**src/design/bir_pkg.sv**
```systemverilog
// Shared types and constants for the bilinear image rotator.
package bir_pkg;

   // Fixed field widths of the request, response and register ports.
   localparam int CFG_W      = 7;
   localparam int ANGLE_W    = 15;
   localparam int COORD_W    = 6;
   localparam int PIX_W      = 16;
   localparam int CSR_IDX_W  = 2;
   localparam int CSR_DATA_W = 15;

   // Register indexes on the configuration port.
   localparam logic [CSR_IDX_W-1:0] CSR_IMAGE_WIDTH  = 2'd0;
   localparam logic [CSR_IDX_W-1:0] CSR_IMAGE_HEIGHT = 2'd1;
   localparam logic [CSR_IDX_W-1:0] CSR_COS_Q13      = 2'd2;
   localparam logic [CSR_IDX_W-1:0] CSR_SIN_Q13      = 2'd3;

   // Request kinds.
   localparam logic REQ_LOAD = 1'b0;
   localparam logic REQ_EMIT = 1'b1;

   // Fixed-point layout of source positions and blend weights.
   localparam int Q13_SHIFT = 13;
   localparam int FRAC_DROP = 5;
   localparam int FRAC_W    = 8;
   localparam int OUT_SHIFT = 16;
   localparam int POS_W     = 25;
   localparam int DIFF_W    = 8;
   localparam int WEIGHT_W  = 9;
   localparam logic [WEIGHT_W-1:0] FRAC_ONE = 9'd256;

   // Shared multiplier operand widths.
   localparam int MUL_A_W = 16;
   localparam int MUL_B_W = 18;
   localparam int PROD_W  = MUL_A_W + MUL_B_W;

   typedef struct packed {
      logic                      en;
      logic signed [MUL_A_W-1:0] a;
      logic signed [MUL_B_W-1:0] b;
   } mul_req_type;

endpackage

```
**src/design/bir_mul.sv**
```systemverilog
// Shared signed multiplier with a registered product.
module bir_mul import bir_pkg::*; (
   input  logic                     clock,
   input  mul_req_type              mul_req,
   output logic signed [PROD_W-1:0] prod
);

   logic signed [PROD_W-1:0] prod_in;
   logic signed [PROD_W-1:0] prod_ff;

   assign prod_in = mul_req.a * mul_req.b;

   // The product holds until the next issued operation.
   always_ff @(posedge clock) begin
      if (mul_req.en) begin
         prod_ff <= prod_in;
      end
   end

   assign prod = prod_ff;

endmodule

```
**config.mk**
```make
export PLATFORM = sky130hd
export DESIGN_NAME = bir_mul
export DESIGN_NICKNAME = d
export VERILOG_FILES = /design/src/design/bir_pkg.sv /design/src/design/bir_mul.sv
export SDC_FILE = /design/constraint.sdc
export NUM_CORES = 1
export LEC_CHECK = 0
export BUFFER_PORTS_ARGS = -buffer_cell sky130_fd_sc_hd__buf_2
export CAP_MARGIN = 30
export CORE_MARGIN = 1.5
export CORE_UTILIZATION = 50
export DETAILED_ROUTE_END_ITERATION = 16
export GPL_ROUTABILITY_DRIVEN = 1
export PLACE_DENSITY = 0.77
export SYNTH_ARGS = -nofsm -noshare
export SYNTH_HDL_FRONTEND = slang
export SYNTH_SLANG_ARGS = --single-unit
```
**constraint.sdc**
```tcl
create_clock -name clock -period 8.11 [get_ports clock]
set_clock_uncertainty 0.2 [all_clocks]
set_input_delay 0.811 -clock clock [delete_from_list [all_inputs] [get_ports clock]]
set_output_delay 0.811 -clock clock [all_outputs]
set_load 0.02 [all_outputs]
```
# ---- Word level (Yosys, flattened, before mapping)
# Index checks and enable logic that the tools add are counted.
dict set report classes {
  addsub 0
  mul 1
  div_mod_pow 0
  order_cmp 0
  n_eq_ne 0
  shifts 0
  n_mux 0
  bitwise_logic 0
  n_reduce_logical 0
}
# cell n
set ops {}
lappend ops {{16-bit by 18-bit multiplier with 34-bit output} 1}
dict set report totals {
  ff_bits 34
  latch_bits 0
  ramBits 0
  romBits 0
  inputBits 36
  out_inout_bits 34
  wordCells 2
  memories 0
}

# ---- Depth between registers and ports, before layout
dict set report depth {
  ltp_word 1
  depth_mapped 23
  ltp_nobuf 22
}

# ---- Worst setup path before layout
# OpenSTA, ideal clock, no wires.
dict set report synth_timing {
  kind {input port to flip-flop}
  from {input port mul_req[25] in the netlist's numbering}
  to {register prod_ff[26] (netlist: prod[26]) (data pin)}
  setup_ns 0.162
  arrival_ns 6.378
  required_time_ns 7.748
  setup_slack_ns 1.370
  cell_stages 22
  path_buffers 2
  path_cell_list {clkbuf_1 > clkbuf_1 > nand2_1 > fa_1 > inv_1 > fa_1 > inv_1 > fa_1 > inv_1 > fa_1 > fa_1 > inv_1 > fa_1 > inv_1 > ha_1 > o21a_1 > o211ai_1 > and3b_1 > a31oi_4 > a211o_4 > a2111o_1 > o2111ai_1}
}
dict set report synth_via {
  elab_chain_cells 1
}
# element line_no
set synth_rtl {}
lappend synth_rtl {{from (decl)} bir_mul.sv:4} ;# input mul_req_type mul_req,
lappend synth_rtl {{16-bit by 18-bit multiplier with 34-bit output} bir_mul.sv:11} ;# assign prod_in = mul_req.a * mul_req.b;
lappend synth_rtl {{named net prod_in[26]} bir_mul.sv:8} ;# logic signed [PROD_W-1:0] prod_in;
lappend synth_rtl {{to (signal assigned)} bir_mul.sv:16} ;# prod_ff <= prod_in;
lappend synth_rtl {{to (decl)} bir_mul.sv:9} ;# logic signed [PROD_W-1:0] prod_ff;
# The timed path passes the listed nets, and every way through them passes these cells.
# A chain may end at the register's enable or synchronous reset.

# ---- Worst setup path in the final report
dict set report layout_timing {
  from {input port mul_req[19] in the netlist's numbering}
  to {register prod_ff[33] (netlist: prod[33]) (data pin)}
}
# Same word-level chain as after synthesis.

==> flow_summary.yaml <==
timing:
  holdWs_ns: 0.909
  rsz0062_at_grt: "no"
  finalHoldViolations: 0
  period_share: 0.883
  worstMarginPinSlew_ns: 0.785
  setup_tns_ns: 0
  final.min_clock_period_ns: 7.16
  fmax_ghz: 0.140
  relSlewSlack: 0.477
  setup_viol: 0
  slew_violations: 0
detailed_routing:
  drtIter0Drc: 359
  post-route-drc-count: 0
  detail_route.vias_per_cell: 5.19
  vias: 8402
  detail-route-antenna-nets: 0
  wirelength_um: 25100
  firstDrtPassIters: 5
  avgRoutedWirePerCell_um: 15.5
clocking:
  cts_resized: 0
  cts.sinks: 34
  cts_hold_buf: 0
  clockRootBuffer: "clkbuf_16"
  cts_buffers: 5
  cts_tree: "yes"
  clkTransAtPathRegs_ns: 0.06
  max-clock-path-buffers: 2
  post_cts_buffers: 0
  htreeDepth: 2
cells_and_area:
  antenna_cells: 0
  layout-drive-gt1-share: 0.0638
  area_delta_synth_final_pct: 6.17
  final_nets: 1712
  design_area_mm2: 0.0127
  largest_register_ffs: 34
die:
  core_mm2: 0.0235
  fp-row-count: 56
  start_util: 0.510
  die_w_um: 158
  die_y_um: 158
  pin_count: 70
  die-area_mm2: 0.0249
placed_design:
  place.gp.congestion: 0.864
  place_area_mm2: 0.0126
  dp_hpwl_um: 21000
  portBuffers: 69
run:
  max_cap_violations: 0
critical_path:
  crit_arrival_ns: 6.99
  path_class: "in2reg"
  critPathLaunchType: "primary input"
  worstPathRequired_ns: 7.94
  cp_max_fo: 18
  end_kind: "flip-flop"
logic_synthesis:
  synthArstFlopShare: 0
  ys_seq_area_frac: 0.0852
  ys_ff_latch: 34
  synth_warnings: 0
  syn-num-nets: 1675
  synthesis.area_mm2: 0.0120
  synth_area_per_cell_um2: 9.48
  synth-edff-count: 34
  synthCells: 1263
  yosys_most_used_dff: "edfxtp_1"
  ys_types: 47
grt:
  grt_max_degree: 35
  grt_pass1_wl_um: 42800
  grt_pass1_vias: 9153
  antenna_found_initial: 0
  overflow: 0
  track_usage: 0.220
min_path:
  hold_class: "in2reg"
outcome:
  status: "finished, final reports clean"
-- final timing paths --
path                     from       end  slack (ns)  depth (start not counted)
setup / recovery  mul_req[19]  prod[33]        0.95                         21
hold / removal     mul_req[0]   prod[0]        0.91                          2
-- stage by stage --
stage | util | std cells | worst slack (ns)
final | 0.542 | 1620 | 0.950
after global routing | 0.542 | 1620 | 0.668
after CTS | 0.542 | 1620 | 1.02
after detailed placement | 0.536 | 1612 | 0.710
after global placement | 0.536 | 1612 | 0.960
after floorplan | - | 1263 | 1.37
-- final cells by class --
type                       instances  area [µm²]
clock buffer                       6         129
tap                              319         399
inverter                         346        1300
timing repair buffer              70         353
fill                            2016       10800
sequential                        34        1020
clock inverter                     2        8.76
multi-input combinational        843        9510
-- per-layer routing --
layer  vias up  part of all wire  GRT usage
li1       3779                 -          -
met1      4302              0.38      0.266
met2       260              0.54      0.410
met3        61             0.051     0.0224
met4         0             0.031     0.0678
met5         -                 0          0
-- cell families after synthesis --
| logic type | after synthesis | synth area share |
|---|---|---|
| flip-flops | 34 | 0.0852 |
| XOR/XNOR | 31 | 0.0227 |
| buffers and inverters | 386 | 0.121 |
| multiplexers | 1 | 0.000836 |
| AND/OR/NAND/NOR | 349 | 0.144 |
| adder cells (fa/ha/maj) | 376 | 0.575 |
| AO/OA/AOI/OAI | 86 | 0.0517 |
-- cells in the mapped netlist, types with 2 or more instances --
cell | number | share of area
o21bai_1 | 2 | 0.0013
and2_1 | 128 | 0.067
o21ai_0 | 15 | 0.0063
nand4_1 | 3 | 0.0016
nand2b_1 | 9 | 0.0047
ha_1 | 86 | 0.090
nor3b_1 | 2 | 0.0013
o211ai_1 | 3 | 0.0019
a21o_2 | 2 | 0.0015
a31oi_4 | 2 | 0.0036
o21a_1 | 5 | 0.0031
clkbuf_1 | 39 | 0.012
xor2_1 | 6 | 0.0044
nand3_1 | 3 | 0.0013
nor2_1 | 27 | 0.0085
nor3_1 | 8 | 0.0033
o21ai_1 | 2 | 0.00084
a221o_1 | 2 | 0.0017
a221oi_1 | 2 | 0.0015
a21oi_1 | 18 | 0.0075
a311oi_1 | 2 | 0.0015
and3_1 | 4 | 0.0021
nor2b_1 | 2 | 0.0010
and4_1 | 2 | 0.0015
fa_1 | 290 | 0.48
nand2_1 | 156 | 0.049
a31oi_1 | 4 | 0.0021
a2111o_1 | 2 | 0.0019
a21o_1 | 9 | 0.0056
a211oi_1 | 9 | 0.0056
inv_1 | 346 | 0.11
xnor2_1 | 25 | 0.018
edfxtp_1 | 34 | 0.085
-- cells in the final DEF (no fill, tap or decap), types with 4 or more instances in the layout --
cell	instances
xnor2_1	25
fa_1	290
nand2_1	156
nor3_1	8
a211oi_1	9
xor2_1	6
nor2_1	27
o21a_1	5
and2_1	128
buf_2	69
nand2b_1	9
ha_1	86
a21o_1	9
o21ai_0	15
and3_1	4
clkbuf_16	5
a21oi_1	18
a31oi_1	4
edfxtp_1	34
inv_1	346
-- critical path, stage by stage --
cell	delay, ns
buf_2	0.28
nand2_1	0.15
inv_1	0.15
fa_1	0.58
fa_1	0.85
inv_1	0.16
fa_1	0.50
inv_1	0.05
fa_1	0.48
fa_1	0.49
inv_1	0.05
fa_1	0.47
inv_1	0.04
ha_1	0.37
a21oi_1	0.11
o21ai_1	0.45
a21boi_0	0.17
o21ai_0	0.40
or3_1	0.18
o221a_2	0.18
nand3_1	0.08
Power is left out: the tool's default activity adds up to more than one toggle a clock period on the data nets, which glitch-free logic cannot reach.
